## config.mk

```make
export PLATFORM = sky130hd
export DESIGN_NAME = rotary_knob_setpoint_control_top
export DESIGN_NICKNAME = d
export VERILOG_FILES = /design/src/rksc_pkg.sv /design/src/rotary_knob_setpoint_control_top.sv
export SDC_FILE = /design/constraint.sdc
export NUM_CORES = 1
export LEC_CHECK = 0
export ABC_CLOCK_PERIOD_IN_PS = 9420
export BUFFER_PORTS_ARGS = -buffer_cell sky130_fd_sc_hd__buf_2
export CAP_MARGIN = 5
export CELL_PAD_IN_SITES_DETAIL_PLACEMENT = 1
export CELL_PAD_IN_SITES_GLOBAL_PLACEMENT = 1
export CORE_ASPECT_RATIO = 1.25
export CORE_UTILIZATION = 40
export DETAILED_ROUTE_END_ITERATION = 12
export PLACE_DENSITY_LB_ADDON = 0.1
export SETUP_SLACK_MARGIN = 0.15
export SLEW_MARGIN = 25
export SYNTH_ARGS = -nofsm -noshare
export SYNTH_HDL_FRONTEND = slang
export SYNTH_SLANG_ARGS = --single-unit
```

## constraint.sdc

```tcl
create_clock -name i_clk -period 9.42 [get_ports i_clk]
set_input_delay 0.471 -clock i_clk [delete_from_list [all_inputs] [get_ports i_clk]]
set_output_delay 0.471 -clock i_clk [all_outputs]
set_load 0.1 [all_outputs]
```

## src/rksc_pkg.sv

```systemverilog
// package for the rotary knob setpoint control block
// register indexes, input kinds, field widths, timing constants and reset values; no dependencies
`default_nettype none
package rksc_pkg;

    localparam int SP_W    = 16;
    localparam int STEP_W  = 10;
    localparam int HOLD_W  = 13;
    localparam int PRESS_W = 12;
    localparam int TICK_W  = 8;
    localparam int CFG_IDX_W  = 3;
    localparam int CFG_DATA_W = 16;
    localparam int IN_DATA_W  = 16;
    localparam int OUT_DATA_W = 24;

    typedef enum logic [1:0] {
        KIND_TICK   = 2'd0,
        KIND_EDGE   = 2'd1,
        KIND_WINDOW = 2'd2,
        KIND_NONE   = 2'd3
    } t_kind;

    typedef enum logic [CFG_IDX_W-1:0] {
        REG_SETPOINT_MIN   = 3'd0,
        REG_SETPOINT_MAX   = 3'd1,
        REG_FAST_THRESHOLD = 3'd2,
        REG_FINE_STEP      = 3'd3,
        REG_COARSE_STEP    = 3'd4,
        REG_HOLD_RUNNING   = 3'd5,
        REG_HOLD_STOPPED   = 3'd6,
        REG_UNUSED         = 3'd7
    } t_cfg_idx;

    localparam logic [PRESS_W-1:0] SHORT_LOW_MS  = 12'd100;
    localparam logic [PRESS_W-1:0] LONG_START_MS = 12'd1500;
    localparam logic [PRESS_W-1:0] LONG_END_MS   = 12'd3000;
    localparam logic [PRESS_W-1:0] PRESS_MAX     = 12'd4095;

    localparam logic [SP_W-1:0]   RST_SETPOINT_MIN   = 16'd0;
    localparam logic [SP_W-1:0]   RST_SETPOINT_MAX   = 16'd65535;
    localparam logic [SP_W-1:0]   RST_FAST_THRESHOLD = 16'd60;
    localparam logic [STEP_W-1:0] RST_FINE_STEP      = 10'd10;
    localparam logic [STEP_W-1:0] RST_COARSE_STEP    = 10'd30;
    localparam logic [HOLD_W-1:0] RST_HOLD_RUNNING   = 13'd4000;
    localparam logic [HOLD_W-1:0] RST_HOLD_STOPPED   = 13'd2000;

endpackage
`default_nettype wire

```

## src/rotary_knob_setpoint_control_top.sv

```systemverilog
// Rotary knob setpoint control: one beat in, one result beat out per item, one item
// per clock cycle sustained while the output takes results. An accepted beat sits
// in an input register; once the output register can take it, its kind (tick,
// encoder edge, speed window end) updates the knob, hold timer and button state in
// one pass of logic and the result lands in the output register. Both registers
// keep moving while the output waits until they fill. Configuration registers are
// written through i_cfg_* only while no item is in flight, a rule for the user
// not enforced by the block. No clearing pass after reset. depends on rksc_pkg
`default_nettype none
module rotary_knob_setpoint_control_top
    import rksc_pkg::*;
(
    input  wire logic                  i_clk,
    input  wire logic                  i_rst_n,
    input  wire logic                  i_cfg_we,
    input  wire logic [CFG_IDX_W-1:0]  i_cfg_idx,
    input  wire logic [CFG_DATA_W-1:0] i_cfg_wdata,
    input  wire logic                  s_axis_tvalid,
    output logic                       s_axis_tready,
    // [7:0] tick_ms, [8] button_down, [9] dir_level, [10] running, [15:11] zero
    input  wire logic [IN_DATA_W-1:0]  s_axis_tdata,
    // [1:0] kind
    input  wire logic [1:0]            s_axis_tuser,
    output logic                       m_axis_tvalid,
    input  wire logic                  m_axis_tready,
    // [15:0] setpoint, [16] commit, [17] beep, [18] start_request,
    // [19] stop_request, [20] long_press, [21] knob_active, [23:22] zero
    output logic [OUT_DATA_W-1:0]      m_axis_tdata
);

    // configuration
    logic [SP_W-1:0]   r_sp_min, r_sp_max, r_fast_thr;
    logic [STEP_W-1:0] r_fine_step, r_coarse_step;
    logic [HOLD_W-1:0] r_hold_run, r_hold_stop;

    // knob and button state
    logic [SP_W-1:0]    r_setpoint, n_setpoint;
    logic [SP_W-1:0]    r_edge_cnt, n_edge_cnt;
    logic [SP_W-1:0]    r_turn_rate, n_turn_rate;
    logic [HOLD_W-1:0]  r_hold, n_hold;
    logic [PRESS_W-1:0] r_press_time, n_press_time;
    logic               r_press_seen, n_press_seen;
    logic               r_long, n_long;

    // input register
    logic              r_in_valid;
    t_kind             r_kind;
    logic [TICK_W-1:0] r_tick;
    logic              r_down, r_dec, r_run;

    // output register
    logic                  r_out_valid;
    logic [OUT_DATA_W-1:0] r_out_data, n_out_data;

    logic advance;
    logic n_commit, n_beep, n_start, n_stop;

    // temporaries
    logic [HOLD_W-1:0]  tick_ext;
    logic [PRESS_W:0]   press_sum;
    logic [SP_W-1:0]    step;
    logic [SP_W:0]      sp_up;
    logic [SP_W-1:0]    sp_dn;
    logic [SP_W+1:0]    rate_x3;

    assign advance       = r_in_valid && (!r_out_valid || m_axis_tready);
    assign s_axis_tready = !r_in_valid || advance;
    assign m_axis_tvalid = r_out_valid;
    assign m_axis_tdata  = r_out_data;

    always_ff @(posedge i_clk) begin
        if (!i_rst_n) begin
            r_sp_min      <= RST_SETPOINT_MIN;
            r_sp_max      <= RST_SETPOINT_MAX;
            r_fast_thr    <= RST_FAST_THRESHOLD;
            r_fine_step   <= RST_FINE_STEP;
            r_coarse_step <= RST_COARSE_STEP;
            r_hold_run    <= RST_HOLD_RUNNING;
            r_hold_stop   <= RST_HOLD_STOPPED;
        end else if (i_cfg_we) begin
            case (t_cfg_idx'(i_cfg_idx))
                REG_SETPOINT_MIN:   r_sp_min      <= i_cfg_wdata;
                REG_SETPOINT_MAX:   r_sp_max      <= i_cfg_wdata;
                REG_FAST_THRESHOLD: r_fast_thr    <= i_cfg_wdata;
                REG_FINE_STEP:      r_fine_step   <= i_cfg_wdata[STEP_W-1:0];
                REG_COARSE_STEP:    r_coarse_step <= i_cfg_wdata[STEP_W-1:0];
                REG_HOLD_RUNNING:   r_hold_run    <= i_cfg_wdata[HOLD_W-1:0];
                REG_HOLD_STOPPED:   r_hold_stop   <= i_cfg_wdata[HOLD_W-1:0];
                default: ;
            endcase
        end
    end

    always_comb begin
        n_setpoint   = r_setpoint;
        n_edge_cnt   = r_edge_cnt;
        n_turn_rate  = r_turn_rate;
        n_hold       = r_hold;
        n_press_time = r_press_time;
        n_press_seen = r_press_seen;
        n_long       = r_long;
        n_commit     = 1'b0;
        n_beep       = 1'b0;
        n_start      = 1'b0;
        n_stop       = 1'b0;

        tick_ext  = {{(HOLD_W-TICK_W){1'b0}}, r_tick};
        press_sum = {1'b0, r_press_time} + {{(PRESS_W+1-TICK_W){1'b0}}, r_tick};
        step      = (r_turn_rate < r_fast_thr) ? {{(SP_W-STEP_W){1'b0}}, r_fine_step}
                                               : {{(SP_W-STEP_W){1'b0}}, r_coarse_step};
        sp_up     = {1'b0, r_setpoint} + {1'b0, step};
        sp_dn     = r_setpoint - step;
        rate_x3   = {2'b00, r_edge_cnt} + {1'b0, r_edge_cnt, 1'b0};

        case (r_kind)
            KIND_TICK: begin
                if (r_hold != '0 && r_tick != '0) begin
                    if (tick_ext >= r_hold) begin
                        n_hold   = '0;
                        n_commit = 1'b1;
                        n_beep   = r_run;
                    end else begin
                        n_hold = r_hold - tick_ext;
                    end
                end
                if (r_down && !r_long) begin
                    n_press_time = press_sum[PRESS_W] ? PRESS_MAX : press_sum[PRESS_W-1:0];
                    n_press_seen = 1'b1;
                end
                if (n_press_seen) begin
                    if (!r_down) begin
                        if (n_press_time > SHORT_LOW_MS && n_press_time < LONG_START_MS) begin
                            n_stop  = r_run;
                            n_start = !r_run;
                            n_beep  = 1'b1;
                        end
                        n_press_seen = 1'b0;
                        n_long       = 1'b0;
                        n_press_time = '0;
                    end else if (n_press_time > LONG_START_MS &&
                                 n_press_time < LONG_END_MS) begin
                        n_long = 1'b1;
                    end
                end
            end
            KIND_EDGE: begin
                if (r_edge_cnt != '1) begin
                    n_edge_cnt = r_edge_cnt + 1'b1;
                end
                n_hold = r_run ? r_hold_run : r_hold_stop;
                if (r_dec) begin
                    // underflow counts as below the floor
                    if (step >= r_setpoint || sp_dn <= r_sp_min) begin
                        n_setpoint = r_sp_min;
                    end else begin
                        n_setpoint = sp_dn;
                    end
                end else begin
                    n_setpoint = (sp_up > {1'b0, r_sp_max}) ? r_sp_max : sp_up[SP_W-1:0];
                end
            end
            KIND_WINDOW: begin
                n_turn_rate = (rate_x3[SP_W+1:SP_W] != 2'b00) ? '1 : rate_x3[SP_W-1:0];
                n_edge_cnt  = '0;
            end
            default: ;
        endcase

        n_out_data = {2'b00, (n_hold != '0), n_long, n_stop, n_start, n_beep, n_commit,
                      n_setpoint};
    end

    always_ff @(posedge i_clk) begin
        if (!i_rst_n) begin
            r_in_valid   <= 1'b0;
            r_out_valid  <= 1'b0;
            r_setpoint   <= '0;
            r_edge_cnt   <= '0;
            r_turn_rate  <= '0;
            r_hold       <= '0;
            r_press_time <= '0;
            r_press_seen <= 1'b0;
            r_long       <= 1'b0;
        end else begin
            if (s_axis_tready) begin
                r_in_valid <= s_axis_tvalid;
            end
            if (advance) begin
                r_out_valid  <= 1'b1;
                r_setpoint   <= n_setpoint;
                r_edge_cnt   <= n_edge_cnt;
                r_turn_rate  <= n_turn_rate;
                r_hold       <= n_hold;
                r_press_time <= n_press_time;
                r_press_seen <= n_press_seen;
                r_long       <= n_long;
            end else if (m_axis_tready) begin
                r_out_valid <= 1'b0;
            end
        end
    end

    // payload registers
    always_ff @(posedge i_clk) begin
        if (s_axis_tready && s_axis_tvalid) begin
            r_kind <= t_kind'(s_axis_tuser);
            r_tick <= s_axis_tdata[TICK_W-1:0];
            r_down <= s_axis_tdata[TICK_W];
            r_dec  <= s_axis_tdata[TICK_W+1];
            r_run  <= s_axis_tdata[TICK_W+2];
        end
        if (advance) begin
            r_out_data <= n_out_data;
        end
    end

endmodule
`default_nettype wire

```

==> out/metrics.cfg <==
[outcome]
outcome=finished clean

[sta]
setup_ws_ns=2.01
period_needed_ns=7.41
rsz0062_at_grt=no
maxSlewHeadroom_pct=26.4
max_freq_mhz=135
fin_tns_setup_ns=0
worst_pin_slew_ns=1.10
finalHoldViolations=0
slew_violations=0
setup_viol=0
finalCritPeriodShare_pct=78.7
clock_skew_ns=0.0182

[die]
die_w_um=165
core_um2=32600
row_count=74
die_h_um=205
initial_core_util_pct=40.6
die-area_um2=33800
io-pin-count=68

[pwr]
p_total_w=0.00243
leakagePower_nw=5.98
ir_drop_uv=118
power_density_nw_per_um2=167

[clock_tree]
h-tree-depth=1
cts_buffer_depth=3
worstSkewPairLatency_ns=0.54
cts_resized=0
ctsHoldBuffers=0
cts_root_buffer=clkbuf_16
postCtsSetupBuffers=0
path_clk_slew_ns=0.07
cts_sinks=206
cts_buffers=25
cts_tree=built

[place]
place_ws_ns=2.02
gp_congestion=0.861
hpwlAfterDp_um=31300
portBuffers=60
placed_area_um2=13800

[cells_and_area]
syn_to_final_growth_pct=10.4
multi_input_comb_area_um2=8090
nNetsFinal=1811
fin_area_um2=14600
layout-drive-gt1-share_pct=10.2
n_antenna_cell=0
register_area_um2=4470
fillers=3967
fin_util_pct=44.8

[drt]
vias_per_cell=5.80
detail_route.iter0.violations=586
wire_per_inst_um=20.1
via_count=12200
routed.top_layer=met4
wl_met1_um=19200
wl_met3_um=1060
drt_pass1_iterations=5
wl_met2_um=20800
routed_wl_um=42300
drtAntennaViolNets=0
drc=0

[synthesis]
yosys_warnings=0
avgSynthCellArea_um2=8.03
ys_seq_elements=206
synth_top_area_share_pct=25.9
synth.area.top_cells=dfxtp_1 (26%), ha_1 (9.5%), edfxtp_1 (7.9%)
synth_top_flop_cell=dfxtp_1
async_flop_share_pct=0
yosysTopAreaCell=dfxtp_1
synthDistinctLibCells=82
netlist_area_um2=13200
synth_edf_count=35
yosysSeqAreaShare_pct=33.8
syn_inst=1647

[global_routing]
track_usage_pct=25.3
antenna_found_initial=0
grt_pass1_wl_um=66800
grt_max_degree=76
grt_pass1_vias=12400
overflow=0

[worst_setup_path]
crit_end=m_axis_tdata[2]
crit_fanout=17
cp-end-kind=register
critPathLaunch=r_fast_thr[13]
arrival_ns=7.69
r2r_end=m_axis_tdata[2]
startpoint_type=register
reg2regPathDepth=25
r2r-start=r_fast_thr[13]
r2r_setup_slack_ns=2.01
criticalPathCategory=reg2reg
cp.required_ns=9.69

[run]
max_cap_viol_count=0

[min_path]
min_path_type=in2reg

[cell usage in the layout (no fill, tap or decap), drive strengths merged, types with 6 or more instances in the layout]
cell | synthesis | routed
mux2i | 16 | 16
a22oi | 17 | 17
nand3 | 54 | 54
o221a | 18 | 18
o21ai | 87 | 87
ha | 100 | 100
clkbuf | 72 | 35
a211oi | 21 | 21
xor2 | 22 | 22
a21oi | 120 | 120
a21o | 25 | 25
and2 | 8 | 8
dfxtp | 171 | 171
nor2b | 15 | 15
nand2b | 17 | 17
o21bai | 6 | 6
a31oi | 23 | 23
buf | 12 | 73
nand2 | 252 | 252
nor4 | 13 | 13
a221oi | 10 | 10
mux2 | 14 | 14
or3 | 11 | 11
a211o | 6 | 6
and3 | 30 | 30
nand4 | 25 | 25
edfxtp | 35 | 35
or4 | 8 | 8
o21a | 20 | 20
nor2 | 128 | 128
o31ai | 6 | 6
inv | 93 | 92
nor3 | 44 | 44
clkinv | 1 | 8
o211ai | 39 | 39
xnor2 | 32 | 32
[synthesized netlist by cell type, drive strengths merged (4+ instances only)]
cell type / number
xor2: 22
nor3b: 5
nor3: 44
clkbuf: 72
o221a: 18
nor4b: 4
edfxtp: 35
mux2i: 16
a21oi: 120
o211ai: 39
mux2: 14
nor4: 13
buf: 12
o221ai: 4
fa: 5
inv: 93
o21a: 20
o21ai: 87
a2111oi: 4
a221o: 5
a221oi: 10
dfxtp: 171
a31oi: 23
a211oi: 21
nand3: 54
nor2: 128
and4: 5
or2: 5
a21o: 25
nand4: 25
or4: 8
xnor2: 32
nand2b: 17
o21bai: 6
ha: 100
nand2: 252
nor2b: 15
a211o: 6
o31ai: 6
and3: 30
or3: 11
and2: 8
a22oi: 17
[per-stage QoR]
stage,std cells,hold WS (ns)
finish,2100,0.107
global route,2100,0.0909
CTS,2100,0.0867
detailed placement,2055,0.445
global placement,2055,0.442
floorplan,1648,0.433
[state kept, by name (all words and copies together) (netlist names), 12 cells and up]
| name | flops |
|---|---|
| m_axis_tdata | 22 |
| r_edge_cnt | 16 |
| r_fast_thr | 16 |
| r_setpoint | 16 |
| r_sp_max | 16 |
| r_sp_min | 16 |
| r_turn_rate | 16 |
| r_hold | 13 |
| r_hold_run | 13 |
| r_hold_stop | 13 |
| r_press_time | 12 |
[cell type report]
| type | instances | area share [%] |
|---|---|---|
| timing repair buffer | 73 | 2.72 |
| inverter | 94 | 2.42 |
| clock buffer | 35 | 4.68 |
| multi-input combinational | 1264 | 55.4 |
| clock inverter | 10 | 0.548 |
| sequential | 206 | 30.6 |
| tap | 418 | 3.58 |
[worst min path at each step]
stage | from | to | slack [ns] | cells past startpoint
floorplan | r_hold_run[0] | r_hold_run[0] | 0.43 | 2
global placement | r_fast_thr[0] | r_fast_thr[0] | 0.44 | 2
detailed placement | r_hold_stop[0] | r_hold_stop[0] | 0.44 | 2
CTS | s_axis_tdata[8] | r_down | 0.09 | 1
global route | s_axis_tdata[1] | r_tick[1] | 0.09 | 1
finish | s_axis_tdata[0] | r_tick[0] | 0.11 | 1
[power by group]
part | internal (W) | switching [W]
logic | 0.000195 | 0.000357
clock network | 0.000531 | 0.000392
registers | 0.000927 | 0.0000298
[metal layers]
metal | up-vias | global-route usage (%)
met4 | 0 | 8.22
met3 | 69 | 2.40
li1 | 5958 | -
met2 | 176 | 44.2
met1 | 5972 | 32.3
met5 | - | 0
[cells by family after synthesis]
group | Yosys count | share of synthesized area (%)
buffers and inverters | 178 | 5.25
adder cells (fa/ha/maj) | 105 | 10.2
flip-flops | 206 | 33.8
multiplexers | 30 | 2.40
AO/OA/AOI/OAI | 442 | 22.4
XOR/XNOR | 54 | 3.58
AND/OR/NAND/NOR | 631 | 22.3
other | 1 | 0.0283
[critical path: stages (launching register included)]
cell	delay, ns
dfxtp_1	0.33
inv_1	0.05
ha_1	0.30
a21o_1	0.16
a21o_1	0.16
a21oi_1	0.23
and2_1	0.43
a22o_1	0.44
a22oi_1	0.17
and3_1	0.21
ha_1	0.20
nor2b_1	0.15
or4_1	0.49
o211ai_1	0.36
and3_1	0.22
xnor2_1	0.18
inv_1	0.08
ha_1	0.31
nand4_1	0.10
or2_2	0.30
a21oi_1	0.16
a221o_1	0.28
and3_1	0.73
mux2_2	0.42
a221oi_1	0.52
o21ai_0	0.14
Note: power is estimated with default switching activity, not from simulation.
